<file path="config.mk">
export PLATFORM = sky130hd
export DESIGN_NAME = fan_pressure_regulator_flat
export DESIGN_NICKNAME = d
export VERILOG_FILES = /design/src/fpr_pkg.sv /design/src/fpr_if.sv /design/src/fan_pressure_regulator.sv /design/src/fpr_cfg.sv /design/src/fpr_core.sv /design/src/flat_wrapper.sv
export SDC_FILE = /design/constraint.sdc
export NUM_CORES = 2
export LEC_CHECK = 0
export BUFFER_PORTS_ARGS = -buffer_cell sky130_fd_sc_hd__buf_2
export CORE_MARGIN = 3
export CORE_UTILIZATION = 50
export CTS_BUF_LIST = sky130_fd_sc_hd__clkbuf_4
export DETAILED_ROUTE_END_ITERATION = 8
export PLACE_DENSITY = 0.78
export SYNTH_ARGS = -nofsm -noshare
export SYNTH_HDL_FRONTEND = slang
export SYNTH_HIERARCHICAL = 1
export SYNTH_SLANG_ARGS = --single-unit
</file>
<file path="constraint.sdc">
create_clock -name clk -period 26.7 [get_ports clk]
set_input_delay 2.67 -clock clk [delete_from_list [all_inputs] [get_ports clk]]
set_output_delay 2.67 -clock clk [all_outputs]
set_load 0.01 [all_outputs]
</file>
<file path="src/fpr_pkg.sv">
`timescale 1ns / 1ps
// ----------------------------------------------------------------------------
// Fan pressure regulator package
// Shared types, register indexes, reset values and constants of the regulator.
// ----------------------------------------------------------------------------
package fpr_pkg;

	// Width of the tick arithmetic; sums wrap at this width.
	localparam int TICK_BITS = 32;
	// Width of the tick field on the input channel.
	localparam int TICK_IN_W = 32;

	localparam int CFG_IDX_W  = 4;
	localparam int CFG_DATA_W = 16;

	// Configuration register indexes.
	localparam logic [CFG_IDX_W-1:0] REG_MAX_FREQUENCY     = 4'd0;
	localparam logic [CFG_IDX_W-1:0] REG_MAX_TARGET        = 4'd1;
	localparam logic [CFG_IDX_W-1:0] REG_DEADBAND          = 4'd2;
	localparam logic [CFG_IDX_W-1:0] REG_LOOP_GAIN         = 4'd3;
	localparam logic [CFG_IDX_W-1:0] REG_WAIT_PER_UNIT     = 4'd4;
	localparam logic [CFG_IDX_W-1:0] REG_MANUAL_STEP       = 4'd5;
	localparam logic [CFG_IDX_W-1:0] REG_MIN_RUN_FREQUENCY = 4'd6;
	localparam logic [CFG_IDX_W-1:0] REG_BURST_THRESHOLD   = 4'd7;

	// Register reset values.
	localparam logic [15:0] RST_MAX_FREQUENCY     = 16'd20000;
	localparam logic [9:0]  RST_MAX_TARGET        = 10'd120;
	localparam logic [7:0]  RST_DEADBAND          = 8'd1;
	localparam logic [7:0]  RST_LOOP_GAIN         = 8'd40;
	localparam logic [9:0]  RST_WAIT_PER_UNIT     = 10'd80;
	localparam logic [15:0] RST_MANUAL_STEP       = 16'd200;
	localparam logic [15:0] RST_MIN_RUN_FREQUENCY = 16'd1200;
	localparam logic [15:0] RST_BURST_THRESHOLD   = 16'd4000;

	// Error stored after a burst, which stretches the next wait.
	localparam logic signed [15:0] BURST_WAIT_ERROR = 16'sd60;
	// Ticks the target-setting display stays up after the last key input.
	localparam int SET_SCREEN_TICKS = 1000;

	typedef logic [TICK_BITS-1:0] tick_t;

	typedef struct packed {
		logic [15:0] max_frequency;
		logic [9:0]  max_target;
		logic [7:0]  deadband;
		logic [7:0]  loop_gain;
		logic [9:0]  wait_per_unit;
		logic [15:0] manual_step;
		logic [15:0] min_run_frequency;
		logic [15:0] burst_threshold;
	} cfg_t;

	typedef struct packed {
		logic [TICK_IN_W-1:0] tick;
		logic signed [15:0]   pressure;
		logic [15:0]          fan_reported_freq;
		logic                 mode_toggle;
		logic                 down_event;
		logic                 up_event;
		logic                 key_held;
	} item_t;

	typedef struct packed {
		logic [15:0] freq_command;
		logic        auto_mode;
		logic [9:0]  target_now;
		logic        set_screen;
	} result_t;

endpackage

</file>
<file path="src/fpr_if.sv">
`timescale 1ns / 1ps
// ----------------------------------------------------------------------------
// Fan pressure regulator channels
// Valid/ready channels for loop pass items, result items and register writes.
// ----------------------------------------------------------------------------

// One loop pass item.
interface fpr_item_if;
	logic                          valid;
	logic                          ready;
	logic [fpr_pkg::TICK_IN_W-1:0] tick;
	logic signed [15:0]            pressure;
	logic [15:0]                   fan_reported_freq;
	logic                          mode_toggle;
	logic                          down_event;
	logic                          up_event;
	logic                          key_held;

	modport source (output valid, tick, pressure, fan_reported_freq, mode_toggle,
		down_event, up_event, key_held, input ready);
	modport sink (input valid, tick, pressure, fan_reported_freq, mode_toggle,
		down_event, up_event, key_held, output ready);
endinterface

// One result item.
interface fpr_result_if;
	logic        valid;
	logic        ready;
	logic [15:0] freq_command;
	logic        auto_mode;
	logic [9:0]  target_now;
	logic        set_screen;

	modport source (output valid, freq_command, auto_mode, target_now, set_screen,
		input ready);
	modport sink (input valid, freq_command, auto_mode, target_now, set_screen,
		output ready);
endinterface

// Register write channel.
interface fpr_cfg_if;
	logic                           valid;
	logic                           ready;
	logic [fpr_pkg::CFG_IDX_W-1:0]  index;
	logic [fpr_pkg::CFG_DATA_W-1:0] data;

	modport source (output valid, index, data, input ready);
	modport sink (input valid, index, data, output ready);
endinterface

</file>
<file path="src/fan_pressure_regulator.sv">
`timescale 1ns / 1ps
// ----------------------------------------------------------------------------
// Fan pressure regulator
// Manual and automatic fan frequency control of a pressure loop, one loop
// pass per item.
// ----------------------------------------------------------------------------
// Each accepted item is one loop pass and yields exactly one result item.
// The block takes one item per clock cycle when the result side keeps up;
// a result item passes the input register, then the result register,
// before it is offered. The core updates the loop state once per item,
// from the registered item. An input item is still taken while a finished
// result waits, if the input register is empty, as the input and result
// registers part the two sides. Register writes are always accepted and are
// to be made while no item is in flight.
module fan_pressure_regulator (
	input  logic       clk,
	input  logic       arst_n,
	fpr_item_if.sink   sample,
	fpr_result_if.source result,
	fpr_cfg_if.sink    cfg
);

	fpr_pkg::cfg_t    regs;
	fpr_pkg::item_t   item_s1;
	logic             s1_valid_q;
	fpr_pkg::result_t res_c;
	fpr_pkg::result_t res_q;
	logic             out_valid_q;
	logic             advance;
	logic             in_accept;

	fpr_cfg u_cfg (
		.clk    (clk),
		.arst_n (arst_n),
		.cfg    (cfg),
		.regs   (regs)
	);

	fpr_core u_core (
		.clk     (clk),
		.arst_n  (arst_n),
		.step_en (advance),
		.item    (item_s1),
		.cfg     (regs),
		.res     (res_c)
	);

	// Handshake: the input stage moves on when the result register is free or its result is taken.
	assign advance      = s1_valid_q && (!out_valid_q || result.ready);
	assign sample.ready = !s1_valid_q || advance;
	assign in_accept    = sample.valid && sample.ready;

	// Input register payload.
	always_ff @(posedge clk) begin
		if (in_accept) begin
			item_s1.tick              <= sample.tick;
			item_s1.pressure          <= sample.pressure;
			item_s1.fan_reported_freq <= sample.fan_reported_freq;
			item_s1.mode_toggle       <= sample.mode_toggle;
			item_s1.down_event        <= sample.down_event;
			item_s1.up_event          <= sample.up_event;
			item_s1.key_held          <= sample.key_held;
		end
	end

	// Result register payload.
	always_ff @(posedge clk) begin
		if (advance) begin
			res_q <= res_c;
		end
	end

	// Stage valid flags.
	always_ff @(posedge clk or negedge arst_n) begin
		if (!arst_n) begin
			s1_valid_q  <= 1'b0;
			out_valid_q <= 1'b0;
		end else begin
			if (in_accept) begin
				s1_valid_q <= 1'b1;
			end else if (advance) begin
				s1_valid_q <= 1'b0;
			end
			if (advance) begin
				out_valid_q <= 1'b1;
			end else if (result.ready) begin
				out_valid_q <= 1'b0;
			end
		end
	end

	assign result.valid        = out_valid_q;
	assign result.freq_command = res_q.freq_command;
	assign result.auto_mode    = res_q.auto_mode;
	assign result.target_now   = res_q.target_now;
	assign result.set_screen   = res_q.set_screen;

`ifndef SYNTHESIS
	// The input side stalls only when both stages are full and the result waits.
	a_stall_cause: assert property (@(posedge clk) disable iff (!arst_n)
		!sample.ready |-> s1_valid_q && out_valid_q && !result.ready)
		else $error("input stalled without a full pipeline");

	// A result only appears after an item left the input stage.
	a_result_source: assert property (@(posedge clk) disable iff (!arst_n)
		$rose(out_valid_q) |-> $past(s1_valid_q))
		else $error("result shown with no item behind it");
`endif

endmodule

</file>
<file path="src/fpr_cfg.sv">
`timescale 1ns / 1ps
// ----------------------------------------------------------------------------
// Fan pressure regulator configuration registers
// Decodes register writes and holds the loop settings.
// ----------------------------------------------------------------------------
module fpr_cfg (
	input  logic             clk,
	input  logic             arst_n,
	fpr_cfg_if.sink          cfg,
	output fpr_pkg::cfg_t    regs
);

	fpr_pkg::cfg_t regs_q;

	// Writes are always taken.
	assign cfg.ready = 1'b1;
	assign regs      = regs_q;

	// Register file; writes beyond the list are dropped.
	always_ff @(posedge clk or negedge arst_n) begin
		if (!arst_n) begin
			regs_q.max_frequency     <= fpr_pkg::RST_MAX_FREQUENCY;
			regs_q.max_target        <= fpr_pkg::RST_MAX_TARGET;
			regs_q.deadband          <= fpr_pkg::RST_DEADBAND;
			regs_q.loop_gain         <= fpr_pkg::RST_LOOP_GAIN;
			regs_q.wait_per_unit     <= fpr_pkg::RST_WAIT_PER_UNIT;
			regs_q.manual_step       <= fpr_pkg::RST_MANUAL_STEP;
			regs_q.min_run_frequency <= fpr_pkg::RST_MIN_RUN_FREQUENCY;
			regs_q.burst_threshold   <= fpr_pkg::RST_BURST_THRESHOLD;
		end else if (cfg.valid) begin
			case (cfg.index)
				fpr_pkg::REG_MAX_FREQUENCY:     regs_q.max_frequency     <= cfg.data;
				fpr_pkg::REG_MAX_TARGET:        regs_q.max_target        <= cfg.data[9:0];
				fpr_pkg::REG_DEADBAND:          regs_q.deadband          <= cfg.data[7:0];
				fpr_pkg::REG_LOOP_GAIN:         regs_q.loop_gain         <= cfg.data[7:0];
				fpr_pkg::REG_WAIT_PER_UNIT:     regs_q.wait_per_unit     <= cfg.data[9:0];
				fpr_pkg::REG_MANUAL_STEP:       regs_q.manual_step       <= cfg.data;
				fpr_pkg::REG_MIN_RUN_FREQUENCY: regs_q.min_run_frequency <= cfg.data;
				fpr_pkg::REG_BURST_THRESHOLD:   regs_q.burst_threshold   <= cfg.data;
				default: begin
				end
			endcase
		end
	end

endmodule

</file>
<file path="src/fpr_core.sv">
`timescale 1ns / 1ps
// ----------------------------------------------------------------------------
// Fan pressure regulator core
// Holds the loop state and computes one loop pass from the registered item.
// ----------------------------------------------------------------------------
module fpr_core (
	input  logic             clk,
	input  logic             arst_n,
	input  logic             step_en,
	input  fpr_pkg::item_t   item,
	input  fpr_pkg::cfg_t    cfg,
	output fpr_pkg::result_t res
);

	// Loop state.
	logic                  mode_q;
	logic [15:0]           held_q;
	logic [9:0]            target_q;
	logic signed [15:0]    last_err_q;
	fpr_pkg::tick_t        adjust_q;
	fpr_pkg::tick_t        input_q;

	// Next state.
	logic                  mode_nx;
	logic [15:0]           held_nx;
	logic [9:0]            target_nx;
	logic signed [15:0]    last_err_nx;
	fpr_pkg::tick_t        adjust_nx;
	fpr_pkg::tick_t        input_nx;

	// Manual path.
	logic signed [17:0]    man_f;
	logic [15:0]           man_cmd;

	// Automatic path.
	fpr_pkg::tick_t        tick_c;
	logic [9:0]            t_dn;
	logic [9:0]            t_new;
	logic [15:0]           mag;
	logic [25:0]           wait_prod;
	fpr_pkg::tick_t        due;
	logic                  is_due;
	logic signed [16:0]    err;
	logic signed [16:0]    db_s;
	logic signed [15:0]    err_sat;
	logic                  outside;
	logic signed [25:0]    corr;
	logic signed [26:0]    sum;
	logic [15:0]           sum_clamped;
	logic [15:0]           adj;
	logic                  burst;
	logic [15:0]           auto_f;
	logic                  screen;

	assign mode_nx = mode_q ^ item.mode_toggle;
	assign tick_c  = fpr_pkg::TICK_BITS'(item.tick);

	// Manual stepping of the held frequency, clamped to 0..max_frequency.
	always_comb begin
		man_f = $signed({2'b00, held_q});
		if (item.down_event) begin
			man_f = man_f - $signed({2'b00, cfg.manual_step});
		end
		if (item.up_event) begin
			man_f = man_f + $signed({2'b00, cfg.manual_step});
		end
		if (man_f < 18'sd0) begin
			man_cmd = '0;
		end else if (man_f > $signed({2'b00, cfg.max_frequency})) begin
			man_cmd = cfg.max_frequency;
		end else begin
			man_cmd = man_f[15:0];
		end
	end

	// Target stepping while a key is held in automatic mode.
	always_comb begin
		t_dn  = (target_q != 10'd0 && item.down_event) ? target_q - 10'd1 : target_q;
		t_new = (t_dn < cfg.max_target && item.up_event) ? t_dn + 10'd1 : t_dn;
		target_nx = (mode_nx && item.key_held) ? t_new : target_q;
		input_nx  = (mode_nx && item.key_held) ? tick_c : input_q;
	end

	// Wait before the next adjustment grows with the last error.
	always_comb begin
		mag       = last_err_q[15] ? 16'(-last_err_q) : 16'(last_err_q);
		wait_prod = 26'(mag) * 26'(cfg.wait_per_unit);
		due       = adjust_q + fpr_pkg::TICK_BITS'(wait_prod);
		is_due    = tick_c >= due;
	end

	// Error, deadband test and proportional correction.
	always_comb begin
		err     = $signed({7'b0, target_nx}) - $signed({item.pressure[15], item.pressure});
		db_s    = $signed({9'b0, cfg.deadband});
		err_sat = (err > 17'sd32767) ? 16'sh7fff : err[15:0];
		outside = (err < -db_s) || (err > db_s);
		corr    = err * $signed({1'b0, cfg.loop_gain});
		sum     = $signed({11'b0, item.fan_reported_freq}) + 27'(corr);
		if (sum < 27'sd0) begin
			sum_clamped = '0;
		end else if (sum > $signed({11'b0, cfg.max_frequency})) begin
			sum_clamped = cfg.max_frequency;
		end else begin
			sum_clamped = sum[15:0];
		end
		adj   = outside ? sum_clamped : item.fan_reported_freq;
		burst = adj < cfg.burst_threshold;
	end

	// Automatic frequency, burst handling and the stored error.
	always_comb begin
		auto_f      = item.fan_reported_freq;
		last_err_nx = last_err_q;
		adjust_nx   = adjust_q;
		if (mode_nx && is_due) begin
			adjust_nx   = tick_c;
			last_err_nx = err_sat;
			auto_f      = adj;
			if (burst) begin
				last_err_nx = fpr_pkg::BURST_WAIT_ERROR;
				if (target_nx < {2'b00, cfg.deadband}) begin
					auto_f = '0;
				end else if (adj < cfg.min_run_frequency) begin
					auto_f = cfg.min_run_frequency;
				end
			end
		end
		screen  = !(tick_c > (input_nx + fpr_pkg::TICK_BITS'(fpr_pkg::SET_SCREEN_TICKS)));
		held_nx = mode_nx ? auto_f : item.fan_reported_freq;
	end

	// Result of this pass.
	assign res.freq_command = mode_nx ? auto_f : man_cmd;
	assign res.auto_mode    = mode_nx;
	assign res.target_now   = target_nx;
	assign res.set_screen   = mode_nx & screen;

	// State update, once per item.
	always_ff @(posedge clk or negedge arst_n) begin
		if (!arst_n) begin
			mode_q     <= 1'b0;
			held_q     <= '0;
			target_q   <= '0;
			last_err_q <= '0;
			adjust_q   <= '0;
			input_q    <= '0;
		end else if (step_en) begin
			mode_q     <= mode_nx;
			held_q     <= held_nx;
			target_q   <= target_nx;
			last_err_q <= last_err_nx;
			adjust_q   <= adjust_nx;
			input_q    <= input_nx;
		end
	end

`ifndef SYNTHESIS
	// The target moves by at most one per item.
	a_target_step: assert property (@(posedge clk) disable iff (!arst_n)
		step_en |=> (target_q == $past(target_q) || target_q == $past(target_q) + 10'd1 ||
			target_q == $past(target_q) - 10'd1))
		else $error("target moved by more than one step");

	// A manual command stays within the frequency clamp.
	a_manual_clamp: assert property (@(posedge clk) disable iff (!arst_n)
		step_en && !res.auto_mode |-> res.freq_command <= cfg.max_frequency)
		else $error("manual command above max_frequency");

	// In manual mode the held frequency follows the fan's report.
	a_manual_feedback: assert property (@(posedge clk) disable iff (!arst_n)
		step_en && !res.auto_mode |=> held_q == $past(item.fan_reported_freq))
		else $error("held frequency did not take the reported value");
`endif

endmodule

</file>
<file path="src/flat_wrapper.sv">
// flat-port wrapper written by rule: the top's interface ports become plain ports
module fan_pressure_regulator_flat 
  (clk, arst_n, sample_valid, sample_tick, sample_pressure, sample_fan_reported_freq, sample_mode_toggle, sample_down_event, sample_up_event, sample_key_held, sample_ready, result_valid, result_freq_command, result_auto_mode, result_target_now, result_set_screen, result_ready, cfg_valid, cfg_index, cfg_data, cfg_ready);
  fpr_item_if sample_i ();
  fpr_result_if result_i ();
  fpr_cfg_if cfg_i ();
  input  logic clk;
  input  logic arst_n;
  input wire logic [$bits(sample_i.valid)-1:0] sample_valid;
  input wire logic [$bits(sample_i.tick)-1:0] sample_tick;
  input wire logic [$bits(sample_i.pressure)-1:0] sample_pressure;
  input wire logic [$bits(sample_i.fan_reported_freq)-1:0] sample_fan_reported_freq;
  input wire logic [$bits(sample_i.mode_toggle)-1:0] sample_mode_toggle;
  input wire logic [$bits(sample_i.down_event)-1:0] sample_down_event;
  input wire logic [$bits(sample_i.up_event)-1:0] sample_up_event;
  input wire logic [$bits(sample_i.key_held)-1:0] sample_key_held;
  output wire logic [$bits(sample_i.ready)-1:0] sample_ready;
  output wire logic [$bits(result_i.valid)-1:0] result_valid;
  output wire logic [$bits(result_i.freq_command)-1:0] result_freq_command;
  output wire logic [$bits(result_i.auto_mode)-1:0] result_auto_mode;
  output wire logic [$bits(result_i.target_now)-1:0] result_target_now;
  output wire logic [$bits(result_i.set_screen)-1:0] result_set_screen;
  input wire logic [$bits(result_i.ready)-1:0] result_ready;
  input wire logic [$bits(cfg_i.valid)-1:0] cfg_valid;
  input wire logic [$bits(cfg_i.index)-1:0] cfg_index;
  input wire logic [$bits(cfg_i.data)-1:0] cfg_data;
  output wire logic [$bits(cfg_i.ready)-1:0] cfg_ready;
  assign sample_i.valid = sample_valid;
  assign sample_i.tick = sample_tick;
  assign sample_i.pressure = sample_pressure;
  assign sample_i.fan_reported_freq = sample_fan_reported_freq;
  assign sample_i.mode_toggle = sample_mode_toggle;
  assign sample_i.down_event = sample_down_event;
  assign sample_i.up_event = sample_up_event;
  assign sample_i.key_held = sample_key_held;
  assign sample_ready = sample_i.ready;
  assign result_valid = result_i.valid;
  assign result_freq_command = result_i.freq_command;
  assign result_auto_mode = result_i.auto_mode;
  assign result_target_now = result_i.target_now;
  assign result_set_screen = result_i.set_screen;
  assign result_i.ready = result_ready;
  assign cfg_i.valid = cfg_valid;
  assign cfg_i.index = cfg_index;
  assign cfg_i.data = cfg_data;
  assign cfg_ready = cfg_i.ready;
  fan_pressure_regulator u_core (.clk(clk), .arst_n(arst_n), .sample(sample_i), .result(result_i), .cfg(cfg_i));
endmodule
</file>
### Yosys cells after proc, flatten, opt, wreduce, memory -nomap -nowiden

Index checks and enable logic that the tools add are counted.

* bitwise logic cells: 2
* multipliers: 2
* $lt $le $gt $ge: 13
* reductions and logical operators: 25
* add/subtract/negate cells: 10
* multiplexer cells: 24
* equality and inequality tests: 7

Operators with widths (number)
* two-way mux 16 bit: 14
* two-way mux 18 bit: 2
* adder 32 x 10 -> 32 bit, second input constant: 1
* adder 32 x 26 -> 32 bit: 1
* greater-or-equal comparator 32 bit: 1
* > comparator 32 bit: 1
* less-than comparator 16 bit: 2
* two-way mux 32 bit: 1
* two-way mux 10 bit: 3
* adder 17 x 26 -> 27 bit: 1
* > comparator 27 x 17 -> 1 bit: 1
* less-than comparator 27 x 1 -> 1 bit, second input constant: 1
* multiplier 16 x 10 -> 26 bit: 1
* multiplier 17 x 9 -> 26 bit: 1
* adder 18 x 17 -> 18 bit: 1
* > comparator 18 x 17 -> 1 bit: 1
* less-than comparator 18 x 1 -> 1 bit, second input constant: 1
* AND reduction 2 bit: 9
* > comparator 17 x 16 -> 1 bit, second input constant: 1
* > comparator 17 x 9 -> 1 bit: 1
* less-than comparator 17 bit: 1
* negator 8 -> 17 bit: 1
* subtractor 11 x 16 -> 17 bit: 1
* subtractor 16 x 16 -> 17 bit: 1
* other kinds (17): 34

* logic and storage cells: 110
* flip-flop bits (word level): 305
* input bits: 93
* output and inout bits: 31

### Depth between registers and ports, before layout

* depth in word-level cells: 20
* gate-level depth with buffers: 69
* gate-level depth less buffers: 64

### Modules after synthesis

The synthesis kept the hierarchy.

Modules (own cells, without submodules)
* fpr_core: area an instance 24897.6 um2, instances 1, cells each 2991, sequential area each 2677.6 um2
* fpr_cfg: area an instance 3863.7 um2, instances 1, cells each 222, sequential area each 2536.2 um2
* fan_pressure_regulator: area an instance 2986.6 um2, instances 1, cells each 104, sequential area each 2932.8 um2

### Worst setup path before layout

No wires, ideal clock.

* path kind: flip-flop to flip-flop
* start: register u_core.u_core.target_q[0]
* end: register u_core.res_q, in the netlist u_core/result.freq_command[10] (data pin)
* path buffers: 6
* path slack: 11.950 ns
* library setup time: 0.261 ns
* cell stages (with the launch flop): 67
* required time: 26.439 ns
* arrival: 14.489 ns
* clock period less this slack: 14.750 ns
* cells stage by stage: dfrtp_1 inv_1 ha_1 or3b_2 o41ai_1 nor3_1 xor2_1 ha_1 a211oi_1 o21ai_0 o211ai_1 and3_1 clkbuf_1 mux2i_1 nor2_1 a21oi_1 inv_1 ha_1 [... 31 more ...] clkbuf_1 mux2i_1 o21ai_0 ha_1 a21o_1 a21oi_1 nor2b_1 o21ai_0 nand2b_1 a21oi_1 o21ai_0 or3_1 o21a_1 or3_1 buf_6 buf_12 mux2_4 a221o_1

RTL lines
* start, declared: line fpr_core.sv:18 `logic [9:0] target_q;`
* start signal, assigned: line fpr_core.sv:151 `target_q <= target_nx;`
* end signal, assigned: line fan_pressure_regulator.sv:69 `res_q <= res_c;`
* end, declared: line fan_pressure_regulator.sv:27 `fpr_pkg::result_t res_q;`

==> impl.org <==
** GRT
- In the global route stage, overall resource usage came out at 25.2%.
- Wire length of the first global-routing pass :: 134 mm
- Entering global routing, the biggest net connects 91 pins.
- After global routing the overflow that remains totals 0.
- The number of antenna violations at the first check in global routing came to 4.
- The number of global-route vias before repair was 25300.

** Place
- The HPWL after detailed placement is 63.4 mm.
- The congestion estimate from routability-driven global placement came to 0.925.
- Number of port buffers :: 122

** Finish
- Ratio of cells with drive above 1 in the final layout :: 13.7%
- After filler insertion, the fill cell instance count of the layout stands at 5537.
- Total area of sequential cells :: 8150 µm²
- Core utilization of the finished layout :: 55.1%
- Synthesis-to-layout area growth :: 8.08%
- At the end of the flow, the number of nets in the layout was 4152.
- Area of combinational cells with multiple inputs :: 21500 µm²

** STA
- Across the routed clock network, the largest skew measured is around 0.15 ns.
- The max-slew violation count is 0.
- The worst path uses 64.4% of the clock period.
- Final period demand of the worst path :: 17.19 ns
- Static timing analysis puts the maximum clock frequency at 58.2 MHz.
- Final Hold Viols :: 0
- In the final timing run, aggregate negative setup slack is 0 ns.
- Final setup violation count :: 0
- Setup repair after global routing left no endpoint under its margin.
- In this run the tightest slew margin relative to its limit is 16.4%.
- Slew at the pin closest to its max-slew limit :: 1.24 ns

** Routing
- In the routed layout, each cell is associated on average with a via count of 5.65.
- After detailed routing, the number of remaining DRC violations is 0.
- Summing over every cut layer, the via total after detailed routing is between 20000 and 25000.
- Post-detailed-routing wire length :: 82.8 mm
- The detailed router finished its first iteration with 1888 violations.
- Detail-routed net length per standard cell :: 19.0 µm
- Antenna-violating nets left :: 0
- Before antenna repair, the detailed router went through 5 iterations.

** Clock tree
- Number of clock sinks :: 305
- Number of resized instances in the post-cts repair step :: 0
- The H-tree generated during clock tree synthesis spans 3 levels.
- For this design, the CTS-stage hold fixing added 0 buffers.
- The number of setup buffers added after CTS is 0.
- The clock reaches the later pin of the worst-skew pair after about 0.92 ns.
- CTS Root Buffer Type :: clkbuf_4
- In this run the deepest clock path goes through 3 buffers.
- CTS buffer count :: 86
- TritonCTS built the clock tree.
- Clock-pin slew was measured on the worst setup and hold paths at 0.07 ns.

** Run status
- Status :: completed

** Floorplan
- Starting utilization of the core area :: 51.0%
- The die covers 66600 µm².
- Site row count :: just over 90
- Area of the core :: 62300 µm²
- Die W :: 258 µm
- The floorplan step set the die height to 258 µm.
- Number of top-level pins :: 124

** Worst setup path
- STA puts the critical path data required time at around 27 ns.
- The worst register-to-register path ends at u_core/result.freq_command[10].
- Highest fanout seen on the critical path :: 17
- On the critical path, the stage with the largest delay is an instance of or3_1.
- Logic depth of the worst path, buffers included :: 61
- The number of buffers and inverters on the critical path is 6.
- Crit. Startpoint :: u_core/u_core/target_q[0]
- Among the stages of the critical path, the cell type that occurs most often is ha_1.
- Among cell families on the critical path, the largest total delay comes from compound AO/OA/AOI/OAI gates.
- R2r worst-path depth :: just over 60
- Crit Path Class :: flip-flop to flip-flop
- For flop-to-flop paths, the worst setup slack is 9.51 ns.
- Highest cell delay on the worst timing path :: 0.82 ns
- Setup crit start kind :: flip-flop
- Startpoint of the lowest-slack register-to-register path :: u_core/u_core/target_q[0]
- STA classifies the critical path endpoint as a flip-flop.
- CP Data Arrival Time :: 17.81 ns

** Synth
- Share of flip-flops with an asynchronous set or reset after synthesis :: 68.5%
- Synthesis inferred 305 register bits.
- In this run the cell area of the synthesized design comes to 31700 µm².
- Primary flip-flop cell chosen by synthesis mapping :: dfrtp_1
- In this run, synthesis inferred 96 flip-flops with an integrated enable.
- In this run the biggest area consumer among cell types represents 16.5% of the synthesized area.
- Yosys cell types :: 90
- Sequential elements use 25.7% of the synthesized area.
- Syn_area_per_cell :: between 9 and 10 µm²
- Synth Net Count :: 4021
- For this run, the number of Yosys warnings is 6.
- Counting every instance in the synthesized netlist gives 3317.
- The largest total area in the synthesized netlist belongs to fa_1.
- Top post-synthesis cells by area :: fa_1 (16%), dfrtp_1 (14%), ha_1 (14%)

** Min path
- Hold worst-path end :: u_core/u_core/adjust_q[26]
- Depth of the worst hold-timing path :: 2
- Startpoint of the tightest hold check path :: u_core/u_core/adjust_q[26]
- The worst hold path belongs to the class flip-flop to flip-flop.

** Run
- The tool flagged a number of max-cap violations equal to 0.
[Yosys cell counts (27+ instances only)]
cell type	n
nor2b_1	43
nand2b_1	38
nand3_1	71
dfstp_2	27
mux2_2	128
nor2_1	110
clkbuf_1	76
nand2_1	378
dfrtp_1	182
fa_1	261
a21o_1	67
edfxtp_1	96
ha_1	350
a21oi_1	134
o21a_1	37
nand4_1	37
xnor2_1	96
inv_1	452
and2_1	138
xor2_1	49
nor3_1	42
o21ai_0	134
mux2i_1	68
[layout make-up]
cell class / count / share of cell area, %
multi-input combinational: 2459 / 62.6
sequential: 305 / 23.7
inverter: 452 / 4.94
tap: 837 / 3.05
clock buffer: 132 / 2.89
timing repair buffer: 144 / 2.29
clock inverter: 30 / 0.467
antenna: 8 / 0.0583
[metal layers]
layer  GRT usage [%]  wire length [µm]
met5               0                 0
met4            9.65              3220
met3            4.87              5670
met2            42.6             39800
met1            31.9             34100
[cell usage in the layout, fill, tap and decap left out, types with 67 or more instances in the layout]
cell | netlist | final
nor2_1 | 110 | 109
mux2i_1 | 68 | 68
o21ai_0 | 134 | 134
ha_1 | 350 | 350
inv_1 | 452 | 452
and2_1 | 138 | 136
clkbuf_4 | 0 | 132
nand2_1 | 378 | 378
fa_1 | 261 | 261
mux2_2 | 128 | 128
dfrtp_1 | 182 | 182
a21o_1 | 67 | 67
a21oi_1 | 134 | 134
nand3_1 | 71 | 71
buf_2 | 4 | 121
xnor2_1 | 96 | 96
edfxtp_1 | 96 | 96
[cells by family after synthesis]
group,after synthesis,synth area share [%]
adder cells (fa/ha/maj),611,30.3
buffers and inverters,553,6.79
flip-flops,305,25.7
other,1,0.0118
AND/OR/NAND/NOR,940,14.6
XOR/XNOR,145,4.00
multiplexers,219,7.54
AO/OA/AOI/OAI,543,11.2
[state kept, by name, summed over array words and instances (netlist names)]
signal and count:
u_core/result.auto_mode 1, u_core/result.target_now 10, u_core/result.set_screen 1, u_core/result.valid 1, u_core/u_core/held_q 16, u_core/item_s1 68
u_core/u_core/last_err_q 16, u_core/u_core/input_q 32, u_core/s1_valid_q 1, u_core/u_core/target_q 10, u_core/u_core/adjust_q 32, u_core/u_core/mode_q 1
u_core/u_cfg/regs 100, u_core/result.freq_command 16
[tightest hold or removal path: cells and delay by family, from the launching register on]
kind | cells | cell delay [ns]
and+or+nand+nor | 2 | 0.12
DFF | 1 | 0.35
[per-stage QoR]
stage	setup WS (ns)	std cells	cell area, µm²	hold WS [ns]
2_1_floorplan	11.95	3317	31700	0.452
3_3_place_gp	10.22	4197	33100	0.467
3_5_place_dp	9.79	4197	33100	0.473
4_1_cts	9.72	4359	34300	0.489
5_1_grt	8.35	4362	34300	0.515
6_report	9.51	4367	34300	0.489
[worst max-delay path by stage]
stage | to | slack (ns)
after floorplan | u_core/result.freq_command[10] | 11.95
after CTS | u_core/result.freq_command[10] | 9.72
after detailed placement | u_core/result.freq_command[5] | 9.79
after global placement | u_core/result.freq_command[8] | 10.22
final | u_core/result.freq_command[10] | 9.51
after global routing | u_core/result.freq_command[5] | 8.35
Power is not shown: default switching activity piles up to over one toggle a cycle in this logic, so the estimate is an artifact.
